File: src/sensor_moving_average_baseline_core_macros.svh
// Assertion macros shared by the moving-average baseline RTL.
// Depends on nothing; included by the files that carry assertions.
`ifndef SENSOR_MOVING_AVERAGE_BASELINE_CORE_MACROS_SVH
`define SENSOR_MOVING_AVERAGE_BASELINE_CORE_MACROS_SVH

// Consequent must hold in the same cycle as the antecedent.
`define SMAB_ASSERT_SAME(label, clk, rst_n, ante, cons, msg) \
    label: assert property (@(posedge clk) disable iff (!rst_n) (ante) |-> (cons)) \
        else $error(msg);

// Consequent must hold in the cycle after the antecedent.
`define SMAB_ASSERT_NEXT(label, clk, rst_n, ante, cons, msg) \
    label: assert property (@(posedge clk) disable iff (!rst_n) (ante) |=> (cons)) \
        else $error(msg);

`endif

File: src/smab_pkg.sv
// Shared types and constants for the moving-average baseline block.
// No dependencies; compile first.
package smab_pkg;

    localparam int SAMPLE_W = 12;
    localparam int TIME_W   = 32;
    localparam int DEV_W    = 13;
    localparam int CNT_W    = 20;
    localparam int DIV_N_W  = 32;
    localparam int DIV_D_W  = 20;
    localparam int DIV_C_W  = 5;

    localparam logic [TIME_W-1:0] SETTLE_MS  = 32'd1000;
    localparam logic [TIME_W-1:0] WIN_MS_RST = 32'd10000;
    localparam logic [CNT_W-1:0]  COUNT_MAX  = 20'hFFFFF;

    localparam logic REQ_START  = 1'b0;
    localparam logic REQ_SAMPLE = 1'b1;

    typedef logic [SAMPLE_W-1:0] sample_t;
    typedef logic [TIME_W-1:0]   time_t;

    typedef struct packed {
        logic busy;
        logic done;
    } smab_div_stat_t;

endpackage

File: src/smab_if.sv
// Handshake channel interfaces: request, result and configuration write.
// Depends on smab_pkg.
interface smab_req_if import smab_pkg::*; ();
    logic    valid;
    logic    ready;
    logic    req_type;
    sample_t sample_value;
    time_t   time_ms;

    modport source (output valid, output req_type, output sample_value, output time_ms,
                    input ready);
    modport sink   (input valid, input req_type, input sample_value, input time_ms,
                    output ready);
endinterface

interface smab_rsp_if import smab_pkg::*; ();
    logic                    valid;
    logic                    ready;
    sample_t                 mean_value;
    logic signed [DEV_W-1:0] deviation;
    logic                    baseline_valid;

    modport source (output valid, output mean_value, output deviation,
                    output baseline_valid, input ready);
    modport sink   (input valid, input mean_value, input deviation,
                    input baseline_valid, output ready);
endinterface

interface smab_cfg_if import smab_pkg::*; ();
    logic  valid;
    logic  ready;
    time_t baseline_window_ms;

    modport source (output valid, output baseline_window_ms, input ready);
    modport sink   (input valid, input baseline_window_ms, output ready);
endinterface

File: src/sensor_moving_average_baseline_core.sv
// Sliding-window mean with one-time baseline calibration (top level).
// Depends on smab_pkg, smab_if, smab_ram, smab_div and the assertion macros.
//
// Usage:
//   req  - one beat per item: req_type 0 is a start event (clears the window and
//          the baseline, records time_ms as start time), 1 is a timestamped sample.
//   rsp  - exactly one beat per request: mean_value, deviation, baseline_valid.
//          A start event answers with all fields zero.
//   cfg  - single-register write channel (baseline_window_ms); always ready.
//          Write it only while the block is idle.
// Throughput: one item at a time. A sample passes a RAM read step, the serial
// division for the mean, a baseline update step and an output load; the next request
// is taken once the result has been loaded. The sample that fixes the baseline adds
// a second serial division. A start event goes straight to the output load.
// Reset: all window, sum and baseline state clears, the window register returns
// to 10000 ms. The ring needs no clearing pass: entries past the fill count read
// as zero.
// Stall: the result sits in an output register; the next request is taken while
// it waits, and the block only holds in its final state if a second result is
// ready before the first has been taken.
`include "sensor_moving_average_baseline_core_macros.svh"

module sensor_moving_average_baseline_core import smab_pkg::*; #(
    parameter int WINDOW = 16
) (
    input  logic          clk,
    input  logic          rst_n,
    smab_req_if.sink      req,
    smab_rsp_if.source    rsp,
    smab_cfg_if.sink      cfg
);

    localparam int PTR_W  = (WINDOW > 1) ? $clog2(WINDOW) : 1;
    localparam int FILL_W = $clog2(WINDOW + 1);
    localparam int SUM_W  = SAMPLE_W + FILL_W;

    localparam logic [2:0] ST_IDLE   = 3'd0;
    localparam logic [2:0] ST_READ   = 3'd1;
    localparam logic [2:0] ST_MDIV   = 3'd2;
    localparam logic [2:0] ST_BASE   = 3'd3;
    localparam logic [2:0] ST_BDIV   = 3'd4;
    localparam logic [2:0] ST_FINISH = 3'd5;

    // Control and calibration state.
    logic [2:0]        state_reg, state_next;
    logic [PTR_W-1:0]  wp_reg, wp_next;
    logic [FILL_W-1:0] fill_reg, fill_next;
    logic [SUM_W-1:0]  sum_reg, sum_next;
    time_t             start_reg, start_next;
    logic [DIV_N_W-1:0] bsum_reg, bsum_next;
    logic [CNT_W-1:0]  bcnt_reg, bcnt_next;
    sample_t           level_reg, level_next;
    logic              bdone_reg, bdone_next;
    time_t             win_reg, win_next;
    logic              out_valid_reg, out_valid_next;

    // Per-item working registers.
    sample_t           sample_reg, sample_next;
    time_t             time_reg, time_next;
    sample_t           mean_reg, mean_next;

    // Output payload.
    sample_t                 out_mean_reg, out_mean_next;
    logic signed [DEV_W-1:0] out_dev_reg, out_dev_next;
    logic                    out_bv_reg, out_bv_next;

    logic              req_fire;
    logic              out_load;
    sample_t           ring_rd;
    sample_t           ring_old;
    logic              ring_full;
    time_t             elapsed;
    logic [DIV_N_W-1:0] bsum_add;
    logic [CNT_W-1:0]  bcnt_add;
    logic              count_ok;
    logic              fix_now;

    logic               div_start;
    logic [DIV_N_W-1:0] div_num;
    logic [DIV_D_W-1:0] div_den;
    logic [DIV_N_W-1:0] div_quot;
    smab_div_stat_t     div_stat;

    assign req.ready = (state_reg == ST_IDLE);
    assign req_fire  = req.valid && req.ready;
    assign cfg.ready = 1'b1;
    assign out_load  = (state_reg == ST_FINISH) && (!out_valid_reg || rsp.ready);

    // Entries not yet written since the last clear read as zero.
    assign ring_full = (fill_reg == FILL_W'(WINDOW));
    assign ring_old  = ring_full ? ring_rd : '0;

    // Baseline accumulation: elapsed time wraps mod 2^32.
    assign elapsed  = time_reg - start_reg;
    assign count_ok = (elapsed > SETTLE_MS) && (bcnt_reg != COUNT_MAX);
    assign bsum_add = count_ok ? bsum_reg + {{(DIV_N_W - SAMPLE_W){1'b0}}, mean_reg} : bsum_reg;
    assign bcnt_add = count_ok ? bcnt_reg + 1'b1 : bcnt_reg;
    assign fix_now  = !bdone_reg && (elapsed >= win_reg) && (bcnt_add != '0);

    smab_ram #(
        .WIDTH (SAMPLE_W),
        .DEPTH (WINDOW)
    ) u_ring (
        .clk     (clk),
        .wr_en   (state_reg == ST_READ),
        .wr_addr (wp_reg),
        .wr_data (sample_reg),
        .rd_en   (req_fire),
        .rd_addr (wp_reg),
        .rd_data (ring_rd)
    );

    smab_div u_div (
        .clk      (clk),
        .rst_n    (rst_n),
        .start    (div_start),
        .dividend (div_num),
        .divisor  (div_den),
        .quotient (div_quot),
        .stat     (div_stat)
    );

    always_comb
    begin
        state_next     = state_reg;
        wp_next        = wp_reg;
        fill_next      = fill_reg;
        sum_next       = sum_reg;
        start_next     = start_reg;
        bsum_next      = bsum_reg;
        bcnt_next      = bcnt_reg;
        level_next     = level_reg;
        bdone_next     = bdone_reg;
        win_next       = win_reg;
        out_valid_next = out_valid_reg;
        sample_next    = sample_reg;
        time_next      = time_reg;
        mean_next      = mean_reg;
        out_mean_next  = out_mean_reg;
        out_dev_next   = out_dev_reg;
        out_bv_next    = out_bv_reg;
        div_start      = 1'b0;
        div_num        = {{(DIV_N_W - SUM_W){1'b0}}, sum_reg};
        div_den        = {{(DIV_D_W - FILL_W){1'b0}}, fill_reg};

        if (cfg.valid && cfg.ready)
        begin
            win_next = cfg.baseline_window_ms;
        end

        // Drop the held result once the receiver takes it.
        if (rsp.valid && rsp.ready)
        begin
            out_valid_next = 1'b0;
        end

        unique case (state_reg)
            ST_IDLE:
            begin
                if (req_fire)
                begin
                    sample_next = req.sample_value;
                    time_next   = req.time_ms;
                    if (req.req_type == REQ_START)
                    begin
                        wp_next    = '0;
                        fill_next  = '0;
                        sum_next   = '0;
                        bsum_next  = '0;
                        bcnt_next  = '0;
                        level_next = '0;
                        bdone_next = 1'b0;
                        start_next = req.time_ms;
                        mean_next  = '0;
                        state_next = ST_FINISH;
                    end
                    else
                    begin
                        state_next = ST_READ;
                    end
                end
            end
            ST_READ:
            begin
                // Retire the oldest entry, write the new one and start the mean.
                sum_next  = sum_reg - {{FILL_W{1'b0}}, ring_old}
                            + {{FILL_W{1'b0}}, sample_reg};
                fill_next = ring_full ? fill_reg : fill_reg + 1'b1;
                wp_next   = (wp_reg == PTR_W'(WINDOW - 1)) ? '0 : wp_reg + 1'b1;
                div_start = 1'b1;
                div_num   = {{(DIV_N_W - SUM_W){1'b0}}, sum_next};
                div_den   = {{(DIV_D_W - FILL_W){1'b0}}, fill_next};
                state_next = ST_MDIV;
            end
            ST_MDIV:
            begin
                if (div_stat.done)
                begin
                    mean_next  = div_quot[SAMPLE_W-1:0];
                    state_next = ST_BASE;
                end
            end
            ST_BASE:
            begin
                if (!bdone_reg)
                begin
                    bsum_next = bsum_add;
                    bcnt_next = bcnt_add;
                end
                if (fix_now)
                begin
                    div_start  = 1'b1;
                    div_num    = bsum_add;
                    div_den    = bcnt_add;
                    state_next = ST_BDIV;
                end
                else
                begin
                    state_next = ST_FINISH;
                end
            end
            ST_BDIV:
            begin
                if (div_stat.done)
                begin
                    level_next = div_quot[SAMPLE_W-1:0];
                    bdone_next = 1'b1;
                    state_next = ST_FINISH;
                end
            end
            ST_FINISH:
            begin
                // Hold here only while an earlier result still waits.
                if (out_load)
                begin
                    out_mean_next  = mean_reg;
                    out_dev_next   = bdone_reg
                                     ? $signed({1'b0, mean_reg}) - $signed({1'b0, level_reg})
                                     : '0;
                    out_bv_next    = bdone_reg;
                    out_valid_next = 1'b1;
                    state_next     = ST_IDLE;
                end
            end
            default:
            begin
                state_next = ST_IDLE;
            end
        endcase
    end

    always_ff @(posedge clk or negedge rst_n)
    begin
        if (!rst_n)
        begin
            state_reg     <= ST_IDLE;
            wp_reg        <= '0;
            fill_reg      <= '0;
            sum_reg       <= '0;
            start_reg     <= '0;
            bsum_reg      <= '0;
            bcnt_reg      <= '0;
            level_reg     <= '0;
            bdone_reg     <= 1'b0;
            win_reg       <= WIN_MS_RST;
            out_valid_reg <= 1'b0;
        end
        else
        begin
            state_reg     <= state_next;
            wp_reg        <= wp_next;
            fill_reg      <= fill_next;
            sum_reg       <= sum_next;
            start_reg     <= start_next;
            bsum_reg      <= bsum_next;
            bcnt_reg      <= bcnt_next;
            level_reg     <= level_next;
            bdone_reg     <= bdone_next;
            win_reg       <= win_next;
            out_valid_reg <= out_valid_next;
        end
    end

    always_ff @(posedge clk)
    begin
        sample_reg   <= sample_next;
        time_reg     <= time_next;
        mean_reg     <= mean_next;
        out_mean_reg <= out_mean_next;
        out_dev_reg  <= out_dev_next;
        out_bv_reg   <= out_bv_next;
    end

    assign rsp.valid          = out_valid_reg;
    assign rsp.mean_value     = out_mean_reg;
    assign rsp.deviation      = out_dev_reg;
    assign rsp.baseline_valid = out_bv_reg;

    `SMAB_ASSERT_SAME(a_fill_range, clk, rst_n, 1'b1, fill_reg <= FILL_W'(WINDOW),
                      "fill count beyond window")
    `SMAB_ASSERT_SAME(a_done_counted, clk, rst_n, bdone_reg, bcnt_reg != '0,
                      "baseline fixed with no means counted")
    `SMAB_ASSERT_SAME(a_div_free, clk, rst_n, div_start, !div_stat.busy,
                      "divider started while busy")
    `SMAB_ASSERT_NEXT(a_result_loaded, clk, rst_n, out_load, rsp.valid,
                      "result not presented after load")
    `SMAB_ASSERT_SAME(a_wait_div, clk, rst_n, div_stat.busy,
                      state_reg == ST_MDIV || state_reg == ST_BDIV,
                      "divider busy outside a division state")

endmodule

File: src/smab_ram.sv
// Generic single-port-write, single-port-read RAM with registered read data.
// No dependencies.
module smab_ram #(
    parameter int WIDTH = 12,
    parameter int DEPTH = 16,
    localparam int ADDR_W = (DEPTH > 1) ? $clog2(DEPTH) : 1
) (
    input  logic              clk,
    input  logic              wr_en,
    input  logic [ADDR_W-1:0] wr_addr,
    input  logic [WIDTH-1:0]  wr_data,
    input  logic              rd_en,
    input  logic [ADDR_W-1:0] rd_addr,
    output logic [WIDTH-1:0]  rd_data
);

    logic [WIDTH-1:0] mem [DEPTH];

    always_ff @(posedge clk)
    begin
        if (wr_en)
        begin
            mem[wr_addr] <= wr_data;
        end
        if (rd_en)
        begin
            rd_data <= mem[rd_addr];
        end
    end

endmodule

File: src/smab_div.sv
// Restoring divider, one quotient bit per cycle.
// Depends on smab_pkg.
module smab_div import smab_pkg::*; (
    input  logic               clk,
    input  logic               rst_n,
    input  logic               start,
    input  logic [DIV_N_W-1:0] dividend,
    input  logic [DIV_D_W-1:0] divisor,
    output logic [DIV_N_W-1:0] quotient,
    output smab_div_stat_t     stat
);

    logic [DIV_N_W-1:0] num_reg, num_next;
    logic [DIV_D_W-1:0] rem_reg, rem_next;
    logic [DIV_D_W-1:0] den_reg, den_next;
    logic [DIV_C_W-1:0] cnt_reg, cnt_next;
    logic               busy_reg, busy_next;
    logic               done_reg, done_next;
    logic [DIV_D_W:0]   shifted;
    logic [DIV_D_W:0]   diff;
    logic               ge;

    assign shifted = {rem_reg, num_reg[DIV_N_W-1]};
    assign diff    = shifted - {1'b0, den_reg};
    assign ge      = (shifted >= {1'b0, den_reg});

    always_comb
    begin
        num_next  = num_reg;
        rem_next  = rem_reg;
        den_next  = den_reg;
        cnt_next  = cnt_reg;
        busy_next = busy_reg;
        done_next = 1'b0;
        if (start)
        begin
            num_next  = dividend;
            rem_next  = '0;
            den_next  = divisor;
            cnt_next  = '0;
            busy_next = 1'b1;
        end
        else if (busy_reg)
        begin
            num_next = {num_reg[DIV_N_W-2:0], ge};
            rem_next = ge ? diff[DIV_D_W-1:0] : shifted[DIV_D_W-1:0];
            cnt_next = cnt_reg + 1'b1;
            if (cnt_reg == DIV_C_W'(DIV_N_W - 1))
            begin
                busy_next = 1'b0;
                done_next = 1'b1;
            end
        end
    end

    always_ff @(posedge clk or negedge rst_n)
    begin
        if (!rst_n)
        begin
            cnt_reg  <= '0;
            busy_reg <= 1'b0;
            done_reg <= 1'b0;
        end
        else
        begin
            cnt_reg  <= cnt_next;
            busy_reg <= busy_next;
            done_reg <= done_next;
        end
    end

    always_ff @(posedge clk)
    begin
        num_reg <= num_next;
        rem_reg <= rem_next;
        den_reg <= den_next;
    end

    assign quotient  = num_reg;
    assign stat.busy = busy_reg;
    assign stat.done = done_reg;

endmodule
File: src/flat_wrapper.sv
// flat-port wrapper written by rule: the top's interface ports become plain ports
module sensor_moving_average_baseline_core_flat import smab_pkg::*;
#(
    parameter int WINDOW = 16
)
  (clk, rst_n, req_valid, req_req_type, req_sample_value, req_time_ms, req_ready, rsp_valid, rsp_mean_value, rsp_deviation, rsp_baseline_valid, rsp_ready, cfg_valid, cfg_baseline_window_ms, cfg_ready);
  smab_req_if req_i ();
  smab_rsp_if rsp_i ();
  smab_cfg_if cfg_i ();
  input  logic clk;
  input  logic rst_n;
  input wire logic [$bits(req_i.valid)-1:0] req_valid;
  input wire logic [$bits(req_i.req_type)-1:0] req_req_type;
  input wire logic [$bits(req_i.sample_value)-1:0] req_sample_value;
  input wire logic [$bits(req_i.time_ms)-1:0] req_time_ms;
  output wire logic [$bits(req_i.ready)-1:0] req_ready;
  output wire logic [$bits(rsp_i.valid)-1:0] rsp_valid;
  output wire logic [$bits(rsp_i.mean_value)-1:0] rsp_mean_value;
  output wire logic [$bits(rsp_i.deviation)-1:0] rsp_deviation;
  output wire logic [$bits(rsp_i.baseline_valid)-1:0] rsp_baseline_valid;
  input wire logic [$bits(rsp_i.ready)-1:0] rsp_ready;
  input wire logic [$bits(cfg_i.valid)-1:0] cfg_valid;
  input wire logic [$bits(cfg_i.baseline_window_ms)-1:0] cfg_baseline_window_ms;
  output wire logic [$bits(cfg_i.ready)-1:0] cfg_ready;
  assign req_i.valid = req_valid;
  assign req_i.req_type = req_req_type;
  assign req_i.sample_value = req_sample_value;
  assign req_i.time_ms = req_time_ms;
  assign req_ready = req_i.ready;
  assign rsp_valid = rsp_i.valid;
  assign rsp_mean_value = rsp_i.mean_value;
  assign rsp_deviation = rsp_i.deviation;
  assign rsp_baseline_valid = rsp_i.baseline_valid;
  assign rsp_i.ready = rsp_ready;
  assign cfg_i.valid = cfg_valid;
  assign cfg_i.baseline_window_ms = cfg_baseline_window_ms;
  assign cfg_ready = cfg_i.ready;
  sensor_moving_average_baseline_core #(.WINDOW(WINDOW)) u_core (.clk(clk), .rst_n(rst_n), .req(req_i), .rsp(rsp_i), .cfg(cfg_i));
endmodule
File: config.mk
export PLATFORM = sky130hd
export DESIGN_NAME = sensor_moving_average_baseline_core_flat
export DESIGN_NICKNAME = d
export VERILOG_FILES = /design/src/smab_pkg.sv /design/src/smab_if.sv /design/src/sensor_moving_average_baseline_core.sv /design/src/smab_ram.sv /design/src/smab_div.sv /design/src/flat_wrapper.sv
export VERILOG_INCLUDE_DIRS = /design/src /design/src/src
export SDC_FILE = /design/constraint.sdc
export NUM_CORES = 1
export LEC_CHECK = 0
export BUFFER_PORTS_ARGS = -buffer_cell sky130_fd_sc_hd__buf_2
export CAP_MARGIN = 20
export CORE_UTILIZATION = 55
export CTS_BUF_LIST = sky130_fd_sc_hd__clkbuf_8 sky130_fd_sc_hd__clkbuf_16
export DETAILED_ROUTE_END_ITERATION = 8
export PLACE_DENSITY_LB_ADDON = 0.12
export SETUP_SLACK_MARGIN = 0.4
export SLEW_MARGIN = 20
export SYNTH_ARGS = -nofsm -noshare
export SYNTH_HDL_FRONTEND = slang
export SYNTH_SLANG_ARGS = --single-unit
File: constraint.sdc
create_clock -name clk -period 14.5 [get_ports clk]
set_input_delay 0.725 -clock clk [delete_from_list [all_inputs] [get_ports clk]]
set_output_delay 0.725 -clock clk [all_outputs]
set_load 0.02 [all_outputs]
==> results of run 1 <==
[cells in the final DEF, fill, tap and decap left out, drive strengths merged, types with 60 or more instances in the layout]
| cell | n |
|---|---|
| dfrtp | 161 |
| a21oi | 106 |
| xnor2 | 66 |
| mux4 | 60 |
| nor2 | 141 |
| o21ai | 224 |
| inv | 219 |
| buf | 134 |
| nand2 | 300 |
| ha | 133 |
| edfxtp | 338 |
[per-stage QoR]
stage          power [µW]  setup slack [ns]  area, µm²
3_3_place_gp         1687             8.208      28540
4_1_cts              3143             8.113      30430
6_report             3117             8.067      30460
5_1_grt              3212             7.549      30460
3_5_place_dp         1690             8.165      28550
2_1_floorplan        1655             8.937      27360
[synth_stat cells, types with 49 or more instances]
| cell type | instances |
|---|---|
| nor2_1 | 140 |
| dfrtp_1 | 161 |
| edfxtp_1 | 338 |
| mux4_2 | 60 |
| o21ai_0 | 220 |
| clkbuf_1 | 86 |
| xnor2_1 | 66 |
| nand3_1 | 49 |
| nand2_1 | 300 |
| ha_1 | 133 |
| a21oi_1 | 105 |
| inv_1 | 204 |
[power by group through the flow]
stage / sequential, µW / clock, µW / combinational (µW)
after CTS: 1590 / 1480 / 68.2
after floorplan: 1620 / 0 / 33.8
final: 1590 / 1460 / 66.8
after global routing: 1590 / 1540 / 77.2
after global placement: 1620 / 0 / 65.3
after detailed placement: 1620 / 0 / 67.8
[worst reg2reg max path, delay by kind of cell, from the launching register on]
kind / cells / cell delay [ns]
AO/OA/AOI/OAI: 8 / 2.33
AND/OR/NAND/NOR: 5 / 1.90
adder cells (fa/ha/maj): 2 / 0.57
buffers and inverters: 3 / 0.50
flip-flops: 1 / 0.35
multiplexers: 1 / 0.35
XOR/XNOR: 1 / 0.18
[cells by family (layout without fill, tap and decap cells)]
group,count (synthesis),count (layout),share of synthesized area [%]
multiplexers,80,80,5.689
buffers and inverters,315,441,4.468
flip-flops,524,524,53.77
XOR/XNOR,111,111,3.553
adder cells (fa/ha/maj),149,149,7.253
AO/OA/AOI/OAI,555,555,12.90
AND/OR/NAND/NOR,717,717,12.36
other,1,1,0.01371
[path summary, 6_finish.rpt]
check                                          end  slack, ns  cells past startpoint
setup / recovery           u_core.u_div.den_reg[3]       8.07                     20
max in group asynchronous      u_core.start_reg[4]      13.13                      2
hold / removal                 u_core.level_reg[6]       0.17                      1
hold reg to reg                  u_core.sum_reg[3]       0.48                      2
setup reg to reg           u_core.u_div.den_reg[3]       8.07                     20
min in group clk              u_core.sample_reg[8]       0.27                      1
[area by class of cell]
type                            count  share of cell area [%]
Multi-Input combinational cell   1613                   37.76
Tap cell                          664                   2.728
Clock buffer                       55                   4.482
Sequential cell                   524                   48.31
Timing Repair Buffer              134                   2.494
Clock inverter                     47                   1.692
Inverter                          205                   2.526
[routing by layer]
layer / up-vias / wire, µm
met5: - / 0
met4: 0 / 1748
met3: 105 / 3071
met2: 491 / 31720
met1: 9216 / 28130
li1: 8973 / -
==> results by group, run 1 <==
Run status
  • Outcome: finished, final reports clean

STA
  • Slew HR: 28.05%
  • Max Slew Vio Count: 0
  • Crit path time final: 6.433 ns
  • Fmax: 155.4 MHz
  • Hold WS: 0.1661 ns
  • Fin crit share: 44.37%
  • Endpoints failing hold: 0
  • Tightest Pin Transition: 1.079 ns
  • Unrepaired setup endpoints after global routing: false
  • Worst Skew: 0.03669 ns
  • Setup tns final: 0 ns
  • # setup viols final: 0

Synthesis
  • Netlist cell types: 89
  • EDFF count, synth: 338
  • Post-synth top flop: edfxtp_1
  • Syn_area_per_cell: 11.16 µm²
  • Sequential-to-total area share from yosys stat: 53.77%
  • Leading area contributor after synthesis: edfxtp_1
  • Mapped Area: 27,360 µm²
  • Synth area leaders: edfxtp_1, dfrtp_1, ha_1
  • Area share of the largest cell type after synthesis: 37.10%
  • FF+latch count, synth: 524
  • Cells after Synth: 2,452
  • Post-synthesis async set-or-reset flop share: 31.68%
  • Syn nets: 2,683
  • Yosys warning count: 0

Worst setup path
  • Crit path max-delay family: compound AO/OA/AOI/OAI gates
  • Worst path buffer plus inverter count: 3
  • Startpoint types: flop
  • Slowest CP cell: a21oi_2
  • Reg2reg start: u_core.time_reg[0]
  • Crit path kind: reg2reg
  • Worst setup EP type: flop
  • Crit. Startpoint: u_core.time_reg[0]
  • Critical path, cell by cell: inv_1, ha_1, inv_1, fa_1, a211oi_1, o31a_1, o211ai_2, a21bo_2, xor2_1, or4_1, a311oi_1, nand4b_1, or4_1, nor4_2, a221oi_1, o2111a_2, a21oi_2, nand2_1, buf_4, mux2_2
  • CP Data Required Time: 14.84 ns
  • Crit path DAT: 6.78 ns
  • CP max FO: 34
  • Max stage delay on crit path: 0.58 ns

Floorplan
  • Core box area: 49,050 µm²
  • Starting Density: 55.77%
  • Die area: 50,640 µm²
  • Ports: 111
  • Number of placement rows: 81
  • Die Span X: 225.0 µm
  • Die Y: 225.0 µm

Placed design
  • GP Congestion: 0.9241
  • IO Port Bufs: 109
  • # placed instances: 3,139
  • Post-DP HPWL: 44.85 mm

Final layout
  • Fill cells: 3,912
  • Area of the multi-input gates: 11,500 µm²
  • ANT cells: 0
  • Reg area: 14,720 µm²
  • Fin nets: 2,763
  • Area Overhead vs Synth: 11.33%
  • Share of cells above drive strength 1: 13.27%
  • Non-filler cells, final: 3,242
  • Largest reg by FF count: u_core.u_ring.mem
  • Final Util: 62.09%
  • Max reg flops: 192

GRT
  • Grt ovf: 0
  • GR peak layer: met2
  • Initial antenna violation count: 0
  • Vias in the first global route: 18,570
  • Gr usage total: 26.14%
  • GRT met1 Usage: 35.60%
  • First-pass GRT wire length: 102.4 mm
  • GR Util met2: 43.73%
  • Largest net degree at the start of global routing: 74
  • Met3 usage: 3.259%

Routing
  • DR DRC count: 0
  • Wirelength per Cell: 19.95 µm
  • Number of nets with antenna violations after routing: 0
  • Via Count: 18,790
  • DRT iter0 DRCs: 1,380
  • Pre-Repair DR Iteration Count: 6
  • Routed vias/inst: 5.794
  • Post-Route WL: 64.67 mm

Pwr
  • Maximum VDD drop: 0.0001168 V
  • Clock share of power: 46.8%
  • Internal power: 2479 µW
  • Seq pwr share: 51.1%
  • Pwr/cell area: 102.3 nW/µm²
  • Psw: 638.6 µW
  • P_leak: 0.01238 µW
  • Fraction of power spent switching nets: 20.48%
  • Logic pwr share: 2.1%

Clock network
  • Clk root buf: clkbuf_16
  • Post-CTS setup buffer count: 0
  • Worst skew pair latency: 0.62 ns
  • Clock buffer depth: 3
  • CTS tree: done
  • Clock Sinks: 524
  • Htree depth: 2
  • Num CTS Buffers: 54
  • Post-CTS resize count: 0
  • Hold_buf cts: 0
  • Clock Pin Slew Worst Setup and Hold Paths: 0.06 ns

Run
  • Max Cap Viol: 0

Min path
  • Worst Hold Class: in2async
Note: power is estimated with default switching activity, not from simulation.
==> run 2, diff against run 1 <==
--- a/config.mk
+++ b/config.mk
@@ -6,6 +6,7 @@
 export SDC_FILE = /design/constraint.sdc
 export NUM_CORES = 1
 export LEC_CHECK = 0
+export ABC_AREA = 1
 export BUFFER_PORTS_ARGS = -buffer_cell sky130_fd_sc_hd__buf_2
 export CAP_MARGIN = 20
 export CORE_UTILIZATION = 55
==> constraint.sdc (replaced) <==
create_clock -name clk -period 5.3 [get_ports clk]
set_input_delay 0.265 -clock clk [delete_from_list [all_inputs] [get_ports clk]]
set_output_delay 0.265 -clock clk [all_outputs]
set_load 0.02 [all_outputs]
==> run 2 against run 1 <==
- clock-buffer cell count grew 7
- clock skew shrank 0.011 ns
- maximum frequency up 41%
- power grew to 6.2 times the previous value
- sequential share of layout area decreased by 3.1 points
- non-clock buffer count rose by 99
- combinational power grew to 140 times the previous value
- sequential power rose to 3.9 times the previous value
- core utilization up 2.2 points
- critical path depth rose by 3
- die area is 3.8% higher
- largest cell class unchanged
- highest routed layer unchanged
==> results by group, run 2 <==
Final layout
  • ANT cells: 0
  • Fin nets: 3,703
  • Max reg flops: 192
  • Largest reg by FF count: u_core.u_ring.mem
  • Share of cells above drive strength 1: 9.122%
  • Post-route design area: 32,510 µm²
  • Final Util: 64.27%
  • Fill cells: 4,215
  • Area Overhead vs Synth: 14.40%
  • Commonest non-fill, non-tap cell in the layout: nand2_1
  • Commonest non-fill, non-tap cells in the layout: nand2_1, inv_1, edfxtp_1
  • Area of the multi-input gates: 11,480 µm²
  • Reg area: 14,710 µm²

Synthesis
  • FF+latch count, synth: 524
  • Adder-Cell Fraction of Synth Area: 6.984%
  • Post-Synth Simple-Gate Area: 20.63%
  • Netlist cell types: 55
  • Syn_area_per_cell: 8.657 µm²
  • Syn nets: 3,513
  • EDFF count, synth: 338
  • Post-synth top flop: edfxtp_1
  • Sequential-to-total area share from yosys stat: 51.77%
  • Dominant cell by count in the synthesized netlist: nand2_1
  • Top post-synthesis cells by count: nand2_1, inv_1, edfxtp_1
  • Mux share of post-synthesis cell area: 0.1541%
  • Compound-cell area share of the yosys netlist: 10.66%
  • Area share of the largest cell type after synthesis: 35.72%
  • Largest family of logic cells by synthesized area: simple AND/OR/NAND/NOR gates
  • Mapped Area: 28,410 µm²
  • Yosys warning count: 0
  • Leading area contributor after synthesis: edfxtp_1
  • Synth area leaders: edfxtp_1, dfrtp_1, nand2_1
  • Post-Synth XOR/XNOR Area: 1.603%
  • Cells after Synth: 3,282
  • Post-synthesis async set-or-reset flop share: 31.68%

Routing
  • Via Count: 22,970
  • Number of nets with antenna violations after routing: 0
  • Wirelength per Cell: 17.35 µm
  • Post-Route WL: 72.72 mm
  • Routed vias/inst: 5.480
  • Pre-Repair DR Iteration Count: 6
  • DRT iter0 DRCs: 1,754
  • DR DRC count: 0

Clock network
  • Num CTS Buffers: 55
  • Htree depth: 2
  • Clock Sinks: 524
  • Clock buffer depth: 3
  • Clock Pin Slew Worst Setup and Hold Paths: 0.06 ns
  • Worst skew pair latency: 0.63 ns
  • Clk root buf: clkbuf_16
  • CTS tree: done

Worst setup path
  • Worst-case reg-to-reg path depth: 23
  • Max stage delay on crit path: 0.38 ns
  • Worst setup EP type: flop
  • Slowest CP cell: edfxtp_1
  • RR Endpoint: u_core.u_div.quotient[30]
  • CP max FO: 32
  • Crit. Startpoint: u_core.time_reg[10]
  • Crit path kind: reg2reg
  • Crit path DAT: 4.85 ns
  • Reg2reg start: u_core.time_reg[10]
  • Critical path's most frequent cell: nand2_1
  • Reg2Reg Setup Slack: 0.74 ns
  • CP Data Required Time: 5.59 ns
  • CP endpoint: u_core.u_div.quotient[30]
  • Startpoint types: flop
  • Critical path, cell by cell: ha_1, nand2_1, nor2_1, nand3_1, nand3_1, nand2_1, nand3_1, nand2_1, ha_1, nand2_1, o21ai_0, a31oi_1, o21ai_0, a21oi_1, o41ai_4, nand2_1, clkinv_1, buf_6, nand2_8, nand2_2, nand2_2, nand2_1, buf_8

Pwr
  • Clock share of power: 20.2%
  • Logic pwr share: 48.1%
  • Internal power: 10,940 µW
  • Seq pwr share: 31.8%
  • Psw: 8541 µW
  • Pwr/cell area: 599.3 nW/µm²
  • P_leak: 0.01453 µW
  • Maximum VDD drop: 0.0003843 V
  • Fraction of power spent switching nets: 43.84%

GRT
  • Largest net degree at the start of global routing: 87
  • Gr usage total: 28.01%
  • First-pass GRT wire length: 117.3 mm
  • Initial antenna violation count: 0
  • Grt ovf: 0
  • Vias in the first global route: 22,410

Placed design
  • Placed Area: 29,700 µm²
  • Post-DP HPWL: 50.45 mm
  • IO Port Bufs: 109
  • DP Worst Slack: 0.2956 ns
  • GP Congestion: 0.9101

Floorplan
  • Die Y: 229.3 µm
  • Die area: 52,570 µm²
  • Die Span X: 229.3 µm
  • Starting Density: 56.17%
  • Number of placement rows: 82
  • Ports: 111
  • Core box area: 50,580 µm²

STA
  • Tightest Pin Transition: 1.062 ns
  • Slew HR: 29.09%
  • Crit path time final: 4.560 ns
  • Setup tns final: 0 ns
  • PnR worst setup slack: 0.7402 ns
  • Endpoints failing hold: 0
  • Fmax: 219.3 MHz
  • # setup viols final: 0
  • Max Slew Vio Count: 0
  • Fin crit share: 86.03%
  • Worst Skew: 0.02579 ns
  • Unrepaired setup endpoints after global routing: false

Run
  • Max Cap Viol: 0

Min path
  • Worst Hold Class: in2reg
  • Hold Startpoint: req_valid

Run status
  • Outcome: finished, final reports clean
==> run 2: repair_timing <==
item | CTS | global route
pin swaps | 0 | 2
hold buffers | 78 | 0
setup buffers | 0 | 3
hold endpoints to repair | 194 | 0
resized for setup | 2 | 18
setup endpoints to repair | 61 | 138
cloned | 0 | 1
==> run 2: power by group through the flow <==
stage	logic, µW	clock network, µW	registers [µW]
3_5_place_dp	9040	0	6250
6_report	9370	3930	6190
3_3_place_gp	8830	0	6220
5_1_grt	10600	4130	6290
2_1_floorplan	6830	0	6050
4_1_cts	9170	4000	6180
==> run 2: worst min-delay path by stage <==
stage	slack (ns)	cells after the start	end
after floorplan	-0.03	0	u_core.bcnt_reg[0]
after global placement	0.40	1	u_core.bdone_reg
after detailed placement	0.41	1	u_core.bdone_reg
after CTS	0.04	3	u_core.state_reg[2]
after global routing	0.1	4	u_core.state_reg[2]
final	0.09	3	u_core.state_reg[2]
==> run 2: per-layer routing <==
layer	vias up	global-route usage, %	wire length, µm
met5	-	0	0
met4	0	10.60	2506
met3	144	3.884	4237
met2	721	46.59	34080
met1	10860	37.28	31900
li1	11240	-	-
==> run 2: layout make-up <==
type / count / area share [%]
inverters: 499 / 5.762
flip-flops and latches: 524 / 45.26
multi-input cells: 2159 / 35.30
clock inverters: 42 / 1.193
well taps: 672 / 2.587
clock buffers: 62 / 4.565
repair buffers: 233 / 5.331
==> run 2: critical path, delay by kind of cell (launching register included) <==
kind	cells	cell delay (ns)
fa+ha+maj	2	0.72
compound gates	5	0.88
simple gates	13	1.65
buf+inv	3	0.55
flops	1	0.38
==> run 2: kinds of logic after synthesis <==
| kind of cell | after synthesis |
|---|---|
| AO/OA/AOI/OAI | 559 |
| XOR/XNOR | 52 |
| adder cells (fa/ha/maj) | 149 |
| buffers and inverters | 600 |
| flip-flops | 524 |
| multiplexers | 4 |
| other | 1 |
| AND/OR/NAND/NOR | 1393 |
==> run 2: metrics by stage <==
stage / hold slack, ns / power, µW / std cells
global placement: 0.4048 / 15050 / 4004
detailed placement: 0.4096 / 15290 / 4004
finish: 0.08714 / 19480 / 4191
CTS: 0.04312 / 19350 / 4186
floorplan: -0.03059 / 12890 / 3282
global route: 0.09879 / 21060 / 4191
